--- src/rtl/cdvs_pkg.sv ---
// Shared types, widths and constants of the critically damped vector smoother.
// No dependencies; every other file refers to it by scoped names.
`default_nettype none

package cdvs_pkg;

	// Fraction bits of positions and smooth_time
	localparam int FRAC_BITS = 16;

	// Configuration register
	localparam int ST_W = 21;
	localparam logic [ST_W-1:0] ST_RESET = 21'd9830;
	// 0.0001 s rounded up to the next LSB
	localparam int SMOOTH_MIN_I = ((1 << FRAC_BITS) + 9999) / 10000;
	localparam logic [ST_W-1:0] SMOOTH_MIN = ST_W'(SMOOTH_MIN_I);

	// Scalar widths
	localparam int DT_W    = 16;
	localparam int OMEGA_W = 32;
	localparam int E_W     = 33;
	localparam int X_W     = 27;
	localparam int X2_W    = 37;
	localparam int X3_W    = 47;
	localparam int KX2_W   = 36;
	localparam int DEN_W   = 45;
	localparam logic [X_W-1:0] X_CAP = X_W'(1024 << 16);
	localparam logic [15:0] K_048  = 16'd31457;
	localparam logic [15:0] K_0235 = 16'd15401;

	// Sequential multiplier: A x B, B taken one byte per cycle
	localparam int MUL_A_W   = 64;
	localparam int MUL_B_W   = 34;
	localparam int MUL_P_W   = 98;
	localparam int MUL_DIG   = 8;
	localparam int MUL_STEPS = (MUL_B_W + MUL_DIG - 1) / MUL_DIG;

	// Restoring divider
	localparam int DIV_N_W = 49;
	localparam int DIV_D_W = DEN_W;
	localparam logic [DIV_N_W-1:0] OMEGA_NUM = DIV_N_W'(1) << (FRAC_BITS + 17);
	localparam logic [DIV_N_W-1:0] E_NUM     = DIV_N_W'(1) << 48;

	// Magnitude limit of intermediate products
	localparam logic [62:0] SAT62 = 63'h4000_0000_0000_0000;

	localparam int DOT_W = 67;

	// Per-item factors shared by all lanes
	typedef struct packed {
		logic [OMEGA_W-1:0] omega;
		logic [DT_W-1:0]    dt;
		logic [E_W-1:0]     e;
	} lane_cmd_t;

	// What each lane hands to the merge stage
	typedef struct packed {
		logic signed [31:0]      nout;
		logic signed [31:0]      nvel;
		logic signed [DOT_W-1:0] dot;
	} lane_res_t;

	function automatic logic signed [31:0] sat32(input logic signed [64:0] v);
		logic signed [31:0] r;
		if (v > 65'sd2147483647) begin
			r = 32'sh7FFF_FFFF;
		end else if (v < -65'sd2147483648) begin
			r = 32'sh8000_0000;
		end else begin
			r = v[31:0];
		end
		return r;
	endfunction

endpackage

`default_nettype wire

--- src/rtl/cdvs_div.sv ---
// Restoring divider, one quotient bit per cycle.
// Depends on cdvs_pkg for widths.
`default_nettype none

module cdvs_div (
	input  logic                          clk,
	input  logic                          arst_n,
	input  logic                          start,
	input  logic [cdvs_pkg::DIV_N_W-1:0]  dividend,
	input  logic [cdvs_pkg::DIV_D_W-1:0]  divisor,
	output logic [cdvs_pkg::DIV_N_W-1:0]  quot,
	output logic                          done
);

	localparam int CNT_W = $clog2(cdvs_pkg::DIV_N_W);
	localparam int R_W   = cdvs_pkg::DIV_D_W + 1;

	logic                         busy_q;
	logic                         done_q;
	logic [CNT_W-1:0]             cnt_q;
	logic [cdvs_pkg::DIV_N_W-1:0] num_q;
	logic [cdvs_pkg::DIV_D_W-1:0] dvs_q;
	logic [R_W-1:0]               rem_q;
	logic [R_W-1:0]               rem_sh;
	logic                         ge;

	// shift in the next dividend bit and trial-subtract
	assign rem_sh = {rem_q[R_W-2:0], num_q[cdvs_pkg::DIV_N_W-1]};
	assign ge     = rem_sh >= R_W'(dvs_q);

	always_ff @(posedge clk or negedge arst_n) begin
		if (!arst_n) begin
			busy_q <= 1'b0;
			done_q <= 1'b0;
			cnt_q  <= '0;
		end else begin
			done_q <= 1'b0;
			if (start) begin
				busy_q <= 1'b1;
				cnt_q  <= '0;
			end else if (busy_q) begin
				cnt_q <= cnt_q + CNT_W'(1);
				if (cnt_q == CNT_W'(cdvs_pkg::DIV_N_W - 1)) begin
					busy_q <= 1'b0;
					done_q <= 1'b1;
				end
			end
		end
	end

	always_ff @(posedge clk) begin
		if (start) begin
			num_q <= dividend;
			dvs_q <= divisor;
			rem_q <= '0;
		end else if (busy_q) begin
			num_q <= {num_q[cdvs_pkg::DIV_N_W-2:0], ge};
			rem_q <= ge ? (rem_sh - R_W'(dvs_q)) : rem_sh;
		end
	end

	assign quot = num_q;
	assign done = done_q;

endmodule

`default_nettype wire

--- config.mk ---
export PLATFORM = sky130hd
export DESIGN_NAME = cdvs_div
export DESIGN_NICKNAME = d
export VERILOG_FILES = /design/src/rtl/cdvs_pkg.sv /design/src/rtl/cdvs_div.sv
export SDC_FILE = /design/constraint.sdc
export NUM_CORES = 1
export LEC_CHECK = 0
export BUFFER_PORTS_ARGS = -buffer_cell sky130_fd_sc_hd__buf_2
export CAP_MARGIN = 15
export CORE_MARGIN = 4
export CORE_UTILIZATION = 50
export CTS_CLUSTER_DIAMETER = 200
export DETAILED_ROUTE_END_ITERATION = 10
export PLACE_DENSITY = 0.72
export SLEW_MARGIN = 20
export SYNTH_ARGS = -nofsm -noshare
export SYNTH_HDL_FRONTEND = slang
export SYNTH_SLANG_ARGS = --single-unit
--- constraint.sdc ---
create_clock -name clk -period 6.6 [get_ports clk]
set_input_delay 0 -clock clk [delete_from_list [all_inputs] [get_ports clk]]
set_output_delay 0 -clock clk [all_outputs]
set_load 0.01 [all_outputs]
==> out/metrics.cfg <==
[status]
status=finished clean

[final_layout]
final_core_util_pct=64.7
drive_gt1_share_pct=22.6
area_growth_pct=25.6
fin_area_mm2=0.0114
num_antenna_cells=0
fin_cells=1361
final_nets=1268

[die]
rows=48
core_mm2=0.0175
die_y_um=142
ios=147
die_x_um=142
initial_utilization_pct=51.6
dieArea_mm2=0.0203

[setup_path]
worstSetupPathType=reg -> reg
start_kind=register
setup.worst_path.end_class=register
ff2ff_path_depth=12
crit_required_ns=6.92
crit_fanout=35
worstPathArrival_ns=3.93

[power]
leakage_nw=4.83
seq_power_share_pct=31.1
switching_share_pct=39.8
power_mw=4.18
p_int_mw=2.52
max-vdd-ir-drop_v=0.000275
clkPwrFrac_pct=23.5
power_density_mw_per_mm2=368
p_sw_mw=1.67
comb_power_share_pct=45.4

[yosys]
synthFlopType=edfxtp_1
syn_inst=913
async_reset_ff_share_pct=5.44
ys_seq_area_share_pct=43.4
synth.distinct_cells=78
syn_nets=1058
synth_edf_count=94
synth_commonest_cells=edfxtp_1, nand2_1, nor2_1
synth_top_area_cell=edfxtp_1
syn_avg_cell_area_um2=9.90
netlist_area_mm2=0.00904
yosysWarnings=0
synth_top_area_share_pct=31.2
synth_area_leaders=edfxtp_1, dfxtp_1, mux2_2
ys_seq_elements=147

[clock_tree]
post_cts_resized=0
cts_tree=yes
hold_buffers=96
clock_sinks=147
cts_inserted_buffers=17
cts_buffer_depth=2
path_clk_slew_ns=0.06
htreeDepth=4
clk-insertion-delay-late_ns=0.43
cts_root_buf=clkbuf_16
cts_setup_buffers=0

[timing]
max_freq_mhz=277
setup_viol=0
rsz0062_at_grt=no
tightest_slew_ns=1.08
fin_crit_ns=3.61
drv_slew=0
tns_ns=0
slew_headroom_pct=28.3
period_share_pct=54.7
fin_worst_skew_ns=0.00945
final-hold-violation-count=0

[place]
place_area_mm2=0.00980
dpl.hpwl_um=15600
gp_congestion=0.951
port_buffers=146
dp.cells=1233

[drt]
first_pass_iters=5
avgViaCountPerCell=5.70
drtIter0Drc=611
ant_nets=0
wl_per_cell_um=17.4
totalWireLength_um=23700
dr_total_vias=7764
drc=0

[hold_path]
whs_path_depth=2
min_path_type=in -> reg

[flow_run]
cap_violations=0

[global_routing]
grt.overflow.total=0
grt_antenna_before_repair=0
grt_max_degree=84
grt_pass1_vias=7589
grt_util_all_layers_pct=23.7
grt_first_pass_wirelength_um=38700

-- power by group through the flow --
| stage | sequential (mW) | clock [mW] | combinational [mW] |
|---|---|---|---|
| floorplan | 1.30 | 0 | 1.45 |
| global placement | 1.31 | 0 | 1.80 |
| detailed placement | 1.31 | 0 | 1.81 |
| CTS | 1.30 | 0.999 | 1.87 |
| global route | 1.32 | 1.04 | 2.11 |
| finish | 1.30 | 0.984 | 1.90 |
-- worst paths after layout --
| path | from | to | slack (ns) |
|---|---|---|---|
| setup / recovery | quot[48] | rem_q[11] | 2.99 |
| max in group asynchronous | arst_n | busy_q | 5.77 |
| setup reg to reg | quot[48] | rem_q[11] | 2.99 |
| min in group asynchronous | arst_n | cnt_q[2] | 0.54 |
| hold reg to reg | rem_q[13] | rem_q[13] | 0.49 |
| hold / removal | start | cnt_q[4] | 0.16 |
-- flip-flops by register name, indices dropped and copies added (netlist names) --
name	flops
busy_q	1
cnt_q	6
done	1
dvs_q	45
quot	49
rem_q	45
-- metrics by stage --
| step | worst slack (ns) | hold slack [ns] |
|---|---|---|
| after global placement | 3.20 | -0.143 |
| after detailed placement | 3.09 | -0.145 |
| after global routing | 2.71 | 0.170 |
| after CTS | 3.02 | 0.139 |
| after floorplan | 3.51 | -0.296 |
| final | 2.99 | 0.156 |
-- layer usage --
metal / up-vias / GRT usage, % / wire [um] / share of wire [%]
met1: 3677 / 32.5 / 10600 / 45
met4: 0 / 6.50 / 343 / 1.4
met5: - / 0 / 0 / 0
met3: 28 / 5.81 / 1620 / 6.8
li1: 3806 / - / - / -
met2: 253 / 37.9 / 11100 / 47
-- area by class of cell --
type,instances,area (um2)
clock buffer,17,425
clock inverter,15,170
fill,1391,6180
inverter,62,234
multi-input combinational,650,4600
sequential,147,3930
tap,225,282
timing repair buffer,245,1720
-- cells in the final DEF, fill, tap and decap left out, types with 23 or more instances in the layout --
cell           count
nand2_1           94
xnor2_1           23
a21oi_1           56
mux2_2            53
o21ai_0           44
nor2_1            63
dlygate4sd3_1     96
buf_2            145
dfxtp_1           45
inv_1             61
ha_1              47
edfxtp_1          94
-- worst max-delay path: stages (launching register included) --
cell      delay (ns)
edfxtp_1        0.40
inv_1           0.07
ha_1            0.15
inv_1           0.05
fa_1            0.42
a211oi_2        0.33
o21ai_1         0.15
a21oi_1         0.41
o211ai_2        0.22
and3_1          0.34
nor2_8          0.52
nand2_1         0.10
a311oi_1        0.31
-- cells by family after synthesis --
| group | Yosys count | share of synthesized area, % |
|---|---|---|
| AND/OR/NAND/NOR | 254 | 13.5 |
| flip-flops | 147 | 43.4 |
| buffers and inverters | 116 | 5.72 |
| adder cells (fa/ha/maj) | 48 | 6.73 |
| XOR/XNOR | 34 | 3.29 |
| multiplexers | 57 | 7.04 |
| AO/OA/AOI/OAI | 257 | 20.3 |
No activity file was read; power rests on OpenSTA's default activity.
