<file path="config.mk">
export PLATFORM = sky130hd
export DESIGN_NAME = cdvs_mul
export DESIGN_NICKNAME = d
export VERILOG_FILES = /design/src/rtl/cdvs_pkg.sv /design/src/rtl/cdvs_mul.sv
export SDC_FILE = /design/constraint.sdc
export NUM_CORES = 2
export LEC_CHECK = 0
export BUFFER_PORTS_ARGS = -buffer_cell sky130_fd_sc_hd__buf_2
export CAP_MARGIN = 20
export CORE_MARGIN = 10
export CORE_UTILIZATION = 30
export DETAILED_ROUTE_END_ITERATION = 6
export HOLD_SLACK_MARGIN = 0.03
export MAX_ROUTING_LAYER = met4
export PLACE_DENSITY = 0.47
export SYNTH_ARGS = -nofsm -noshare
export SYNTH_HDL_FRONTEND = slang
export SYNTH_SLANG_ARGS = --single-unit
</file>
<file path="constraint.sdc">
create_clock -name clk -period 5.8 [get_ports clk]
set_input_delay 0.87 -clock clk [delete_from_list [all_inputs] [get_ports clk]]
set_output_delay 0.87 -clock clk [all_outputs]
set_load 0.05 [all_outputs]
</file>
<file path="src/rtl/cdvs_pkg.sv">
// Shared types, widths and constants of the critically damped vector smoother.
// No dependencies; every other file refers to it by scoped names.
`default_nettype none

package cdvs_pkg;

	// Fraction bits of positions and smooth_time
	localparam int FRAC_BITS = 16;

	// Configuration register
	localparam int ST_W = 21;
	localparam logic [ST_W-1:0] ST_RESET = 21'd9830;
	// 0.0001 s rounded up to the next LSB
	localparam int SMOOTH_MIN_I = ((1 << FRAC_BITS) + 9999) / 10000;
	localparam logic [ST_W-1:0] SMOOTH_MIN = ST_W'(SMOOTH_MIN_I);

	// Scalar widths
	localparam int DT_W    = 16;
	localparam int OMEGA_W = 32;
	localparam int E_W     = 33;
	localparam int X_W     = 27;
	localparam int X2_W    = 37;
	localparam int X3_W    = 47;
	localparam int KX2_W   = 36;
	localparam int DEN_W   = 45;
	localparam logic [X_W-1:0] X_CAP = X_W'(1024 << 16);
	localparam logic [15:0] K_048  = 16'd31457;
	localparam logic [15:0] K_0235 = 16'd15401;

	// Sequential multiplier: A x B, B taken one byte per cycle
	localparam int MUL_A_W   = 64;
	localparam int MUL_B_W   = 34;
	localparam int MUL_P_W   = 98;
	localparam int MUL_DIG   = 8;
	localparam int MUL_STEPS = (MUL_B_W + MUL_DIG - 1) / MUL_DIG;

	// Restoring divider
	localparam int DIV_N_W = 49;
	localparam int DIV_D_W = DEN_W;
	localparam logic [DIV_N_W-1:0] OMEGA_NUM = DIV_N_W'(1) << (FRAC_BITS + 17);
	localparam logic [DIV_N_W-1:0] E_NUM     = DIV_N_W'(1) << 48;

	// Magnitude limit of intermediate products
	localparam logic [62:0] SAT62 = 63'h4000_0000_0000_0000;

	localparam int DOT_W = 67;

	// Per-item factors shared by all lanes
	typedef struct packed {
		logic [OMEGA_W-1:0] omega;
		logic [DT_W-1:0]    dt;
		logic [E_W-1:0]     e;
	} lane_cmd_t;

	// What each lane hands to the merge stage
	typedef struct packed {
		logic signed [31:0]      nout;
		logic signed [31:0]      nvel;
		logic signed [DOT_W-1:0] dot;
	} lane_res_t;

	function automatic logic signed [31:0] sat32(input logic signed [64:0] v);
		logic signed [31:0] r;
		if (v > 65'sd2147483647) begin
			r = 32'sh7FFF_FFFF;
		end else if (v < -65'sd2147483648) begin
			r = 32'sh8000_0000;
		end else begin
			r = v[31:0];
		end
		return r;
	endfunction

endpackage

`default_nettype wire

</file>
<file path="src/rtl/cdvs_mul.sv">
// Sequential unsigned multiplier, one byte of B per cycle.
// Depends on cdvs_pkg for widths.
`default_nettype none

module cdvs_mul (
	input  logic                            clk,
	input  logic                            arst_n,
	input  logic                            start,
	input  logic [cdvs_pkg::MUL_A_W-1:0]    a,
	input  logic [cdvs_pkg::MUL_B_W-1:0]    b,
	output logic [cdvs_pkg::MUL_P_W-1:0]    prod,
	output logic                            done
);

	localparam int CNT_W = $clog2(cdvs_pkg::MUL_STEPS);

	logic                         busy_q;
	logic                         done_q;
	logic [CNT_W-1:0]             cnt_q;
	logic [cdvs_pkg::MUL_P_W-1:0] a_q;
	logic [cdvs_pkg::MUL_B_W-1:0] b_q;
	logic [cdvs_pkg::MUL_P_W-1:0] acc_q;
	logic [cdvs_pkg::MUL_P_W-1:0] pp;

	// partial product of one byte
	assign pp = a_q * cdvs_pkg::MUL_P_W'(b_q[cdvs_pkg::MUL_DIG-1:0]);

	// control
	always_ff @(posedge clk or negedge arst_n) begin
		if (!arst_n) begin
			busy_q <= 1'b0;
			done_q <= 1'b0;
			cnt_q  <= '0;
		end else begin
			done_q <= 1'b0;
			if (start) begin
				busy_q <= 1'b1;
				cnt_q  <= '0;
			end else if (busy_q) begin
				cnt_q <= cnt_q + CNT_W'(1);
				if (cnt_q == CNT_W'(cdvs_pkg::MUL_STEPS - 1)) begin
					busy_q <= 1'b0;
					done_q <= 1'b1;
				end
			end
		end
	end

	// datapath
	always_ff @(posedge clk) begin
		if (start) begin
			a_q   <= cdvs_pkg::MUL_P_W'(a);
			b_q   <= b;
			acc_q <= '0;
		end else if (busy_q) begin
			acc_q <= acc_q + pp;
			a_q   <= a_q << cdvs_pkg::MUL_DIG;
			b_q   <= b_q >> cdvs_pkg::MUL_DIG;
		end
	end

	assign prod = acc_q;
	assign done = done_q;

endmodule

`default_nettype wire

</file>
==> impl_metrics.yaml <==
sta:
  holdWs_ns: 0.0901
  timing.max_slew.rel_slack_pct: 39.4
  layout_setup_ws_ns: -0.0918
  final-setup-viol-count: 5
  grt_setup_unrepaired: "true"
  timing.final.hold_violations: 0
  clock-skew-final_ns: 0.0364
  maximum_clock_frequency_mhz: 170
  min_period_over_period_pct: 102
  final_critical_path_required_period_ns: 5.89
  worstMarginPinSlew_ns: 0.909
  slew_viol_final: 0
detailed_routing:
  vias_per_cell: 4.72
  drt-pass1-iter-count: 5
  detailedRoute.firstIterationViolations: 1617
  detailroute.via_count: 28212
  detail_route.wirelength_um: 125000
  wl_per_cell_um: 20.9
  drcViolationCount: 0
  ant_nets: 0
layout:
  utilization_after_layout_pct: 38.7
  most_frequent_standard_cell_in_the_layout_excluding_fill_and_tap_cells: "inv_1"
  post-route-cell-area_um2: 45100
  area_delta_synth_final_pct: 27.4
  mostFrequentLayoutCells: "inv_1 (776), fa_1 (631), and2_1 (539), buf_4 (462), nand2_1 (329)"
  layout_cells_sized_above_1_pct: 25.6
  final_net_count: 5280
synthesis:
  syn-num-nets: 4697
  synth-simple-area-share_pct: 17.6
  synth.largest_area_cell: "fa_1"
  netlist_area_um2: 35400
  postSynth.asyncResetShare_pct: 2.13
  synth_compound_gate_area_share_pct: 7.55
  post_synth_xor_area_fraction_pct: 2.45
  netlist-cell-type-count: 85
  synth.area.mux_share_pct: 4.81
  synth.yosys.seq_area_share_pct: 16.1
  synthDominantCellAreaShare_pct: 36.6
  synth_cells: 3839
  synth_top_family_by_area: "adder cells"
  postSynth.topFlopCell: "dfxtp_1"
  ys_ff_latch: 235
  yosys_warnings: 0
  syn-mean-instance-area_um2: 9.22
  count_of_flip_flops_with_a_built_in_enable_after_synthesis: 98
  yosys-top-cells-area: "fa_1 (37%), and2_1 (9.7%), edfxtp_1 (8.3%)"
  synth_fa_ha_area_share_pct: 40.5
outcome:
  status: "finished, violations left"
  violations: "setup timing"
grt:
  grt_use_met3_pct: 2.57
  met1_usage_pct: 26.0
  globalRouteMet2Util_pct: 31.2
  number_of_global_route_vias_before_repair: 31015
  grt_util_all_layers_pct: 19.5
  largest_net_degree_at_the_start_of_global_routing: 71
  global_route.overflow_total: 0
  top_usage_layer: "met2"
  wire_length_of_the_first_global_routing_pass_um: 193000
  antenna_found_initial: 2
worst_setup_path:
  type_of_origin_of_the_critical_path: "flip-flop"
  max_stage_delay_ns: 0.52
  rr_startpoint: "b_q[3]$_DFFE_PP_"
  setup.worst_path.end_class: "flip-flop"
  worst-path-max-fanout: 6
  cp_data_arrival_time_ns: 6.37
  r2r_slack_ns: -0.09
  critical_path_required_ns: 6.27
  cp_common_cell: "fa_1"
  timing.critical_path.slowest_stage_cell: "fa_1"
  worst_setup_path_startpoint: "b_q[3]$_DFFE_PP_"
  worst-setup-path-type: "reg -> reg"
  cell_chain_critical_path: "buf_12 -> buf_16 -> buf_4 -> and2_1 -> fa_1 -> fa_1 -> fa_1 -> inv_1 -> fa_1 -> inv_1 -> ha_4 -> and4_4 -> nand4_4 -> or4_4 -> a311o_1 -> a21oi_4 -> a2111oi_4 -> buf_6 -> nor3_4 -> buf_6 -> a31oi_2 -> xnor2_1 -> o21ai_1"
cts:
  clock_latency_ns: 0.62
  tritoncts: "built"
  clk_transition_reported_paths_ns: 0.06
  numCtsBuffers: 37
  max-clock-path-buffers: 3
  cts-htree-levels: 2
  ctsRootBufferMaster: "clkbuf_16"
  clock_sinks: 235
  hold_fix_buffers_at_cts: 0
floorplan:
  floorplan.die_area_um2: 132000
  die_extent_in_y_um: 364
  ios: 200
  coreArea_um2: 117000
  fp-row-count: 125
  start_util_pct: 30.3
  dieWidth_um: 364
worst_hold_path:
  timing.hold.worst.class: "in -> async"
job:
  maxcap_violations: 0
placed_design:
  io_buffers: 199
  globalplace.congestion: 0.870
  detailedPlacementHpwl_um: 94000
  detailed_place.area_um2: 41300
worst paths after layout:
kind / end / depth (start not counted)
min in group clk: a_q[97]$_SDFFE_PP0P_ / 2
max in group asynchronous: busy_q$_DFF_PN0_ / 1
hold reg to reg: a_q[97]$_SDFFE_PP0P_ / 2
setup / recovery: prod[97]$_SDFFE_PP0P_ / 23
setup reg to reg: prod[97]$_SDFFE_PP0P_ / 23
hold / removal: cnt_q[0]$_DFFE_PN0P_ / 1
kinds of logic after synthesis:
group,count (synthesis)
DFF,235
xor gates and xnor gates,99
buffers and inverters,980
muxes,160
adders and majority gates,757
and+or+nand+nor,1190
AOI/OAI and AO/OA,418
registers in the layout (all words and copies together) (netlist names):
register  flops
busy_q        1
b_q          34
a_q          98
cnt_q         3
done          1
prod         98
worst max-delay path, delay by kind of cell, from the launching register on:
kind,cells,cell delay (ns)
xor+xnor,1,0.20
flops,1,0.42
simple gates,5,1.14
compound gates,5,0.82
buf+inv,7,0.92
fa+ha+maj,5,2.23
cells in the mapped netlist (9+ instances only):
cell	n
a21o_1	37
a21oi_1	134
a31oi_1	16
and2_1	550
and3_1	10
buf_1	21
buf_4	10
buf_6	15
clkbuf_1	139
dfxtp_1	132
edfxtp_1	98
fa_1	648
ha_1	109
inv_1	783
mux2_2	82
mux2i_1	78
nand2_1	338
nand2b_1	11
nand3_1	19
nand4_1	40
nor2_1	159
nor3_1	19
o211ai_1	9
o21a_1	10
o21ai_0	71
o21bai_1	20
o22ai_1	40
xnor2_1	54
xor2_1	45
layout make-up:
type	instances	area (um2)
Clock inverter	19	203
Multi-Input combinational cell	2624	27400
Fill cell	11951	71600
Timing Repair Buffer	741	5950
Clock buffer	47	1020
Tap cell	1524	1910
Sequential cell	235	5710
Antenna cell	1	2.50
Inverter	783	2940
metal layers:
layer / wire length (um) / vias to the layer above
met5: 0 / -
met4: 3300 / 0
met3: 5520 / 126
met2: 58700 / 603
met1: 57100 / 14530
li1: - / 12953
what timing repair did:
action                                  in CTS  in global routing
hold endpoints to repair                     0                  0
resized for setup                          145                213
pin swaps                                   82                103
endpoints found under the setup margin      51                 61
cloned                                      12                  3
setup buffers                               24                 29
through the flow:
stage / setup TNS, ns / setup WS [ns] / std cells
after floorplan: 0 / 0.00224 / 3839
after global placement: -6.77 / -0.563 / 5843
after detailed placement: -7.84 / -0.555 / 5843
after CTS: -0.377 / -0.121 / 5943
after global routing: -2.60 / -0.268 / 5973
final: -0.224 / -0.0918 / 5974
Power is left out: the tool's default activity adds up to more than one toggle a clock period on the data nets, which glitch-free logic cannot reach.
