$ cat src/rtl/cdvs_pkg.sv
// Shared types, widths and constants of the critically damped vector smoother.
// No dependencies; every other file refers to it by scoped names.
`default_nettype none

package cdvs_pkg;

	// Fraction bits of positions and smooth_time
	localparam int FRAC_BITS = 16;

	// Configuration register
	localparam int ST_W = 21;
	localparam logic [ST_W-1:0] ST_RESET = 21'd9830;
	// 0.0001 s rounded up to the next LSB
	localparam int SMOOTH_MIN_I = ((1 << FRAC_BITS) + 9999) / 10000;
	localparam logic [ST_W-1:0] SMOOTH_MIN = ST_W'(SMOOTH_MIN_I);

	// Scalar widths
	localparam int DT_W    = 16;
	localparam int OMEGA_W = 32;
	localparam int E_W     = 33;
	localparam int X_W     = 27;
	localparam int X2_W    = 37;
	localparam int X3_W    = 47;
	localparam int KX2_W   = 36;
	localparam int DEN_W   = 45;
	localparam logic [X_W-1:0] X_CAP = X_W'(1024 << 16);
	localparam logic [15:0] K_048  = 16'd31457;
	localparam logic [15:0] K_0235 = 16'd15401;

	// Sequential multiplier: A x B, B taken one byte per cycle
	localparam int MUL_A_W   = 64;
	localparam int MUL_B_W   = 34;
	localparam int MUL_P_W   = 98;
	localparam int MUL_DIG   = 8;
	localparam int MUL_STEPS = (MUL_B_W + MUL_DIG - 1) / MUL_DIG;

	// Restoring divider
	localparam int DIV_N_W = 49;
	localparam int DIV_D_W = DEN_W;
	localparam logic [DIV_N_W-1:0] OMEGA_NUM = DIV_N_W'(1) << (FRAC_BITS + 17);
	localparam logic [DIV_N_W-1:0] E_NUM     = DIV_N_W'(1) << 48;

	// Magnitude limit of intermediate products
	localparam logic [62:0] SAT62 = 63'h4000_0000_0000_0000;

	localparam int DOT_W = 67;

	// Per-item factors shared by all lanes
	typedef struct packed {
		logic [OMEGA_W-1:0] omega;
		logic [DT_W-1:0]    dt;
		logic [E_W-1:0]     e;
	} lane_cmd_t;

	// What each lane hands to the merge stage
	typedef struct packed {
		logic signed [31:0]      nout;
		logic signed [31:0]      nvel;
		logic signed [DOT_W-1:0] dot;
	} lane_res_t;

	function automatic logic signed [31:0] sat32(input logic signed [64:0] v);
		logic signed [31:0] r;
		if (v > 65'sd2147483647) begin
			r = 32'sh7FFF_FFFF;
		end else if (v < -65'sd2147483648) begin
			r = 32'sh8000_0000;
		end else begin
			r = v[31:0];
		end
		return r;
	endfunction

endpackage

`default_nettype wire

$ cat src/rtl/cdvs_mul.sv
// Sequential unsigned multiplier, one byte of B per cycle.
// Depends on cdvs_pkg for widths.
`default_nettype none

module cdvs_mul (
	input  logic                            clk,
	input  logic                            arst_n,
	input  logic                            start,
	input  logic [cdvs_pkg::MUL_A_W-1:0]    a,
	input  logic [cdvs_pkg::MUL_B_W-1:0]    b,
	output logic [cdvs_pkg::MUL_P_W-1:0]    prod,
	output logic                            done
);

	localparam int CNT_W = $clog2(cdvs_pkg::MUL_STEPS);

	logic                         busy_q;
	logic                         done_q;
	logic [CNT_W-1:0]             cnt_q;
	logic [cdvs_pkg::MUL_P_W-1:0] a_q;
	logic [cdvs_pkg::MUL_B_W-1:0] b_q;
	logic [cdvs_pkg::MUL_P_W-1:0] acc_q;
	logic [cdvs_pkg::MUL_P_W-1:0] pp;

	// partial product of one byte
	assign pp = a_q * cdvs_pkg::MUL_P_W'(b_q[cdvs_pkg::MUL_DIG-1:0]);

	// control
	always_ff @(posedge clk or negedge arst_n) begin
		if (!arst_n) begin
			busy_q <= 1'b0;
			done_q <= 1'b0;
			cnt_q  <= '0;
		end else begin
			done_q <= 1'b0;
			if (start) begin
				busy_q <= 1'b1;
				cnt_q  <= '0;
			end else if (busy_q) begin
				cnt_q <= cnt_q + CNT_W'(1);
				if (cnt_q == CNT_W'(cdvs_pkg::MUL_STEPS - 1)) begin
					busy_q <= 1'b0;
					done_q <= 1'b1;
				end
			end
		end
	end

	// datapath
	always_ff @(posedge clk) begin
		if (start) begin
			a_q   <= cdvs_pkg::MUL_P_W'(a);
			b_q   <= b;
			acc_q <= '0;
		end else if (busy_q) begin
			acc_q <= acc_q + pp;
			a_q   <= a_q << cdvs_pkg::MUL_DIG;
			b_q   <= b_q >> cdvs_pkg::MUL_DIG;
		end
	end

	assign prod = acc_q;
	assign done = done_q;

endmodule

`default_nettype wire

$ cat src/rtl/cdvs_lane.sv
// One axis of the smoother: spring update, overshoot dot term, own multiplier.
// Depends on cdvs_pkg and cdvs_mul.
`default_nettype none

module cdvs_lane (
	input  logic                       clk,
	input  logic                       arst_n,
	input  logic                       start,
	input  logic signed [31:0]         tgt,
	input  logic signed [31:0]         pos,
	input  logic signed [31:0]         vel,
	input  cdvs_pkg::lane_cmd_t        cmd,
	output cdvs_pkg::lane_res_t        res,
	output logic                       done
);

	localparam logic [2:0] STEP_P1   = 3'd0;  // chg * omega
	localparam logic [2:0] STEP_TMP  = 3'd1;  // (vel + p1) * dt
	localparam logic [2:0] STEP_P3   = 3'd2;  // tmp * omega
	localparam logic [2:0] STEP_VEL  = 3'd3;  // (vel - p3) * e
	localparam logic [2:0] STEP_OUT  = 3'd4;  // (chg + tmp) * e
	localparam logic [2:0] STEP_DOT  = 3'd5;  // (tgt - pos) * (out - tgt)

	logic                         busy_q;
	logic                         launch_q;
	logic                         done_q;
	logic [2:0]                   step_q;
	logic signed [63:0]           p1_q;
	logic signed [63:0]           tmp_q;
	logic signed [63:0]           p3_q;
	logic signed [31:0]           nvel_q;
	logic signed [31:0]           nout_q;
	logic signed [cdvs_pkg::DOT_W-1:0] dot_q;

	logic signed [32:0]           chg;
	logic signed [64:0]           chg_x;
	logic signed [64:0]           vel_x;
	logic signed [64:0]           tgt_x;
	logic signed [64:0]           opnd;
	logic signed [64:0]           opnd_abs;
	logic signed [32:0]           nd;
	logic [32:0]                  nd_abs;
	logic [cdvs_pkg::MUL_B_W-1:0] b_sel;
	logic                         neg;
	logic [cdvs_pkg::MUL_P_W-1:0] prod;
	logic                         mul_done;
	logic [cdvs_pkg::MUL_P_W-1:0] shifted;
	logic [62:0]                  mag;
	logic signed [63:0]           val;
	logic signed [64:0]           out_sum;

	assign chg   = {pos[31], pos} - {tgt[31], tgt};
	assign chg_x = {{32{chg[32]}}, chg};
	assign vel_x = {{33{vel[31]}}, vel};
	assign tgt_x = {{33{tgt[31]}}, tgt};
	assign nd    = {nout_q[31], nout_q} - {tgt[31], tgt};
	assign nd_abs = nd[32] ? 33'(-nd) : 33'(nd);

	// operand selection per step
	always_comb begin
		opnd  = chg_x;
		b_sel = cdvs_pkg::MUL_B_W'(cmd.omega);
		neg   = 1'b0;
		case (step_q)
			STEP_P1: begin
				opnd  = chg_x;
				b_sel = cdvs_pkg::MUL_B_W'(cmd.omega);
			end
			STEP_TMP: begin
				opnd  = vel_x + {p1_q[63], p1_q};
				b_sel = cdvs_pkg::MUL_B_W'(cmd.dt);
			end
			STEP_P3: begin
				opnd  = {tmp_q[63], tmp_q};
				b_sel = cdvs_pkg::MUL_B_W'(cmd.omega);
			end
			STEP_VEL: begin
				opnd  = vel_x - {p3_q[63], p3_q};
				b_sel = cdvs_pkg::MUL_B_W'(cmd.e);
			end
			STEP_OUT: begin
				opnd  = chg_x + {tmp_q[63], tmp_q};
				b_sel = cdvs_pkg::MUL_B_W'(cmd.e);
			end
			STEP_DOT: begin
				opnd  = 65'sd0 - chg_x;
				b_sel = cdvs_pkg::MUL_B_W'(nd_abs);
			end
			default: begin
				opnd  = chg_x;
				b_sel = cdvs_pkg::MUL_B_W'(cmd.omega);
			end
		endcase
		neg      = opnd[64] ^ ((step_q == STEP_DOT) & nd[32]);
		opnd_abs = opnd[64] ? -opnd : opnd;
	end

	cdvs_mul u_mul (
		.clk    (clk),
		.arst_n (arst_n),
		.start  (launch_q),
		.a      (opnd_abs[63:0]),
		.b      (b_sel),
		.prod   (prod),
		.done   (mul_done)
	);

	// truncate toward zero, saturate magnitude, restore sign
	assign shifted = ((step_q == STEP_VEL) || (step_q == STEP_OUT)) ? (prod >> 32) : (prod >> 16);
	assign mag     = (shifted > cdvs_pkg::MUL_P_W'(cdvs_pkg::SAT62)) ? cdvs_pkg::SAT62
	                                                                 : shifted[62:0];
	assign val     = neg ? -{1'b0, mag} : {1'b0, mag};
	assign out_sum = tgt_x + {val[63], val};

	// step sequencer
	always_ff @(posedge clk or negedge arst_n) begin
		if (!arst_n) begin
			busy_q   <= 1'b0;
			launch_q <= 1'b0;
			done_q   <= 1'b0;
			step_q   <= STEP_P1;
		end else begin
			launch_q <= 1'b0;
			done_q   <= 1'b0;
			if (start) begin
				busy_q   <= 1'b1;
				step_q   <= STEP_P1;
				launch_q <= 1'b1;
			end else if (busy_q && mul_done) begin
				if (step_q == STEP_DOT) begin
					busy_q <= 1'b0;
					done_q <= 1'b1;
				end else begin
					step_q   <= step_q + 3'd1;
					launch_q <= 1'b1;
				end
			end
		end
	end

	// step results
	always_ff @(posedge clk) begin
		if (busy_q && mul_done) begin
			case (step_q)
				STEP_P1:  p1_q   <= val;
				STEP_TMP: tmp_q  <= val;
				STEP_P3:  p3_q   <= val;
				STEP_VEL: nvel_q <= cdvs_pkg::sat32({val[63], val});
				STEP_OUT: nout_q <= cdvs_pkg::sat32(out_sum);
				STEP_DOT: dot_q  <= neg ? -{1'b0, prod[65:0]} : {1'b0, prod[65:0]};
				default:  p1_q   <= p1_q;
			endcase
		end
	end

	assign res.nout = nout_q;
	assign res.nvel = nvel_q;
	assign res.dot  = dot_q;
	assign done     = done_q;

endmodule

`default_nettype wire
$ cat config.mk
export PLATFORM = sky130hd
export DESIGN_NAME = cdvs_lane
export DESIGN_NICKNAME = d
export VERILOG_FILES = /design/src/rtl/cdvs_pkg.sv /design/src/rtl/cdvs_mul.sv /design/src/rtl/cdvs_lane.sv
export SDC_FILE = /design/constraint.sdc
export NUM_CORES = 2
export LEC_CHECK = 0
export BUFFER_PORTS_ARGS = -buffer_cell sky130_fd_sc_hd__clkbuf_2
export CAP_MARGIN = 5
export CELL_PAD_IN_SITES_DETAIL_PLACEMENT = 0
export CELL_PAD_IN_SITES_GLOBAL_PLACEMENT = 1
export CORE_ASPECT_RATIO = 0.6
export CORE_MARGIN = 2
export CORE_UTILIZATION = 54
export CTS_BUF_LIST = sky130_fd_sc_hd__clkbuf_4 sky130_fd_sc_hd__clkbuf_8
export DETAILED_ROUTE_END_ITERATION = 10
export PLACE_DENSITY_LB_ADDON = 0.1
export SLEW_MARGIN = 20
export SYNTH_ARGS = -nofsm -noshare
export SYNTH_HDL_FRONTEND = slang
export SYNTH_SLANG_ARGS = --single-unit
$ cat constraint.sdc
create_clock -name clk -period 32.6 [get_ports clk]
set_clock_uncertainty 0.05 [all_clocks]
set_input_delay 4.89 -clock clk [delete_from_list [all_inputs] [get_ports clk]]
set_output_delay 4.89 -clock clk [all_outputs]
set_load 0.05 [all_outputs]
==> flow_metrics.tcl <==
set metrics [dict create \
    syn_nets 9754 \
    fin_crit_sh_pct 59.6 \
    wl_met1_um 128000 \
    grt_pass1_vias 63100 \
    portBuffers 311 \
    synth_cells 8543 \
    hpwl_um 231000 \
    crit_required_ps 33080 \
    final-hold-violation-count 0 \
    die-area_um2 137000 \
    first_pass_iters 8 \
    synth.cell_area_um2 72100 \
    fp-row-count 103 \
    die_height_um 287 \
    synth-seq-cells 563 \
    clk_latency_ps 870 \
    synth_async_sr_flop_share_pct 1.95 \
    final_layout_size_suffix_gt1_share_pct 8.61 \
    gp_congestion 1.07 \
    synth_edf_count 420 \
    grt_max_degree 111 \
    cts_hold_buf 0 \
    cp-end-kind "register" \
    clkTransAtPathRegs_ps 70 \
    dr_wl_met2_um 110000 \
    core_um2 132000 \
    cp.arrival_ps 19910 \
    grt-ovfl-total 0 \
    die_x_um 476 \
    final_util_pct 58.6 \
    status "completed" \
    antenna_found_initial 5 \
    yosys_warnings 0 \
    worst_pin_slew_ps 1260 \
    detail_route.drc_violations 0 \
    grt_usage_pct 41.9 \
    cts_resized 0 \
    finalSetupTns_ps 0 \
    cts_buffers 96 \
    clockBufferDepth 3 \
    path_class "input port to register" \
    critPathMaxFanout 35 \
    synth_ff_type "edfxtp_1" \
    nets 9782 \
    hold_path.class "register to register" \
    max_slew_margin_pct 14.9 \
    vias_per_cell 6.56 \
    fmax_ghz 0.0515 \
    avgSynthCellArea_um2 8.44 \
    ys_seq_area_share_pct 21.5 \
    vias 68500 \
    rsz0062_at_grt "false" \
    antenna_left 0 \
    top_layer_used "met5" \
    slowest_delay_ps 910 \
    area_delta_synth_final_pct 7.23 \
    num_io_pins 312 \
    crit_path_frequent_cell "a21oi_1" \
    drtIter0Drc 9137 \
    routed_wl_um 291000 \
    cts_root_buf "clkbuf_8" \
    cts_tree "done" \
    clock_sinks 563 \
    cts_setup_buffers 0 \
    start_util_pct 54.6 \
    ys_types 109 \
    min_period_ps 19430 \
    cpMaxStageDelayCell "a2111oi_1" \
    setup_viol 0 \
    wl_per_cell_um 27.9 \
    wl_met3_um 45600 \
    critPathLaunchType "input port" \
    slew_violations 0 \
    htree_num_levels 3 \
    maxCapViolations 0 \
    grt_pass1_wl_um 425000 \
]
path summary, 6_finish.rpt:
kind,startpoint,to,slack [ps],cells after the start
worst max-delay path,tgt[4],nout_q[13],13170,45
worst min-delay path,u_mul.prod[1],u_mul.prod[1],460,2
worst max register to register,p1_q[2],nout_q[13],16180,47
worst min register to register,u_mul.prod[1],u_mul.prod[1],460,2
max in group asynchronous,arst_n,launch_q,28140,1
min in group asynchronous,arst_n,u_mul.busy_q,3910,1
layer usage:
| metal | GRT usage, % | vias up |
|---|---|---|
| li1 | - | 29800 |
| met1 | 63.7 | 33600 |
| met2 | 53.9 | 4563 |
| met3 | 17.0 | 511 |
| met4 | 10.0 | 4 |
| met5 | 1.42 | - |
cells in the mapped netlist (19+ instances only):
master	number	area (um^2)
o31ai_1	68	510
nand2b_1	58	363
o21bai_1	60	450
a221oi_1	56	490
nand2_1	927	3480
mux2_2	22	248
o2111ai_1	20	175
nor3b_1	25	188
and2_1	341	2130
a41oi_1	19	166
a21boi_0	25	188
o311ai_1	33	289
a21o_1	237	1780
fa_1	653	13100
mux2i_1	127	1270
a31oi_1	70	438
edfxtp_1	420	12600
nor4_1	65	407
nand3_1	163	816
o22ai_1	44	275
nor2_1	702	2640
o211ai_1	70	526
o41ai_1	24	210
o21ai_0	382	1910
or4_1	29	218
xnor2_1	331	2900
ha_1	378	4730
nor2b_1	65	407
or3_1	63	394
nand4_1	101	632
o21a_1	66	495
a211oi_1	67	503
or2_2	36	225
buf_1	98	368
clkbuf_1	385	1450
inv_1	753	2830
a211o_1	23	201
nor3_1	150	751
a21oi_1	658	3290
dfxtp_1	132	2640
and3_1	84	526
xor2_1	185	1620
cell families after synthesis:
kind of cell / count (synthesis) / share of synthesized area, %
simple gates: 2890 / 19.4
mux: 149 / 2.11
fa+ha+maj: 1031 / 24.7
buf+inv: 1257 / 6.63
compound gates: 2137 / 19.4
flops: 563 / 21.5
xor+xnor: 516 / 6.27
state kept, by name (all words and copies together) (netlist names), 33 cells and up:
signal,flops
dot_q,67
p1_q,64
p3_q,64
tmp_q,64
u_mul.a_q,98
u_mul.b_q,33
u_mul.prod,98
critical path, delay by kind of cell:
kind | cells | cell delay, ps
compound gates | 23 | 8330
buf+inv | 5 | 880
xor+xnor | 2 | 900
simple gates | 12 | 3770
fa+ha+maj | 3 | 1030
placed cells by master, fill, tap and decap left out, types with 29 or more instances in the layout:
master | synthesis | routed
nor3_1 | 150 | 149
ha_1 | 378 | 377
nand2b_1 | 58 | 58
a21o_1 | 237 | 237
or2_2 | 36 | 36
o22ai_1 | 44 | 44
xor2_1 | 185 | 185
o211ai_1 | 70 | 70
or4_1 | 29 | 29
o21bai_1 | 60 | 60
or3_1 | 63 | 63
o21ai_0 | 382 | 382
mux2i_1 | 127 | 124
inv_1 | 753 | 751
a21oi_1 | 658 | 658
and3_1 | 84 | 82
and2_1 | 341 | 341
fa_1 | 653 | 653
nor2_1 | 702 | 696
nand2_1 | 927 | 926
o311ai_1 | 33 | 33
a31oi_1 | 70 | 69
buf_4 | 5 | 119
nor2b_1 | 65 | 63
nand3_1 | 163 | 163
clkbuf_8 | 0 | 104
dfxtp_1 | 132 | 132
o21a_1 | 66 | 66
nor4_1 | 65 | 63
xnor2_1 | 331 | 331
nand4_1 | 101 | 101
o31ai_1 | 68 | 68
clkbuf_2 | 0 | 311
edfxtp_1 | 420 | 420
a221oi_1 | 56 | 56
a211oi_1 | 67 | 63
layout make-up:
cell class | count | area [um^2]
fillers | 12000 | 54700
multi-input cells | 6723 | 52000
flip-flops and latches | 563 | 15500
inverters | 755 | 2840
repair buffers | 432 | 2460
well taps | 1785 | 2230
clock buffers | 127 | 1600
clock inverters | 48 | 642
diodes | 10 | 25.0
metrics by stage:
step / area, um^2 / instances / worst slack [ps] / hold WS (ps)
2_1_floorplan: 72100 / 8543 / 17190 / 408
3_3_place_gp: 75000 / 10300 / 13470 / 424
3_5_place_dp: 75000 / 10300 / 12970 / 437
4_1_cts: 77300 / 10400 / 13790 / 454
5_1_grt: 77300 / 10400 / 12740 / 463
6_report: 77300 / 10400 / 13170 / 456
Power is not shown: default switching activity piles up to over one toggle a cycle in this logic, so the estimate is an artifact.
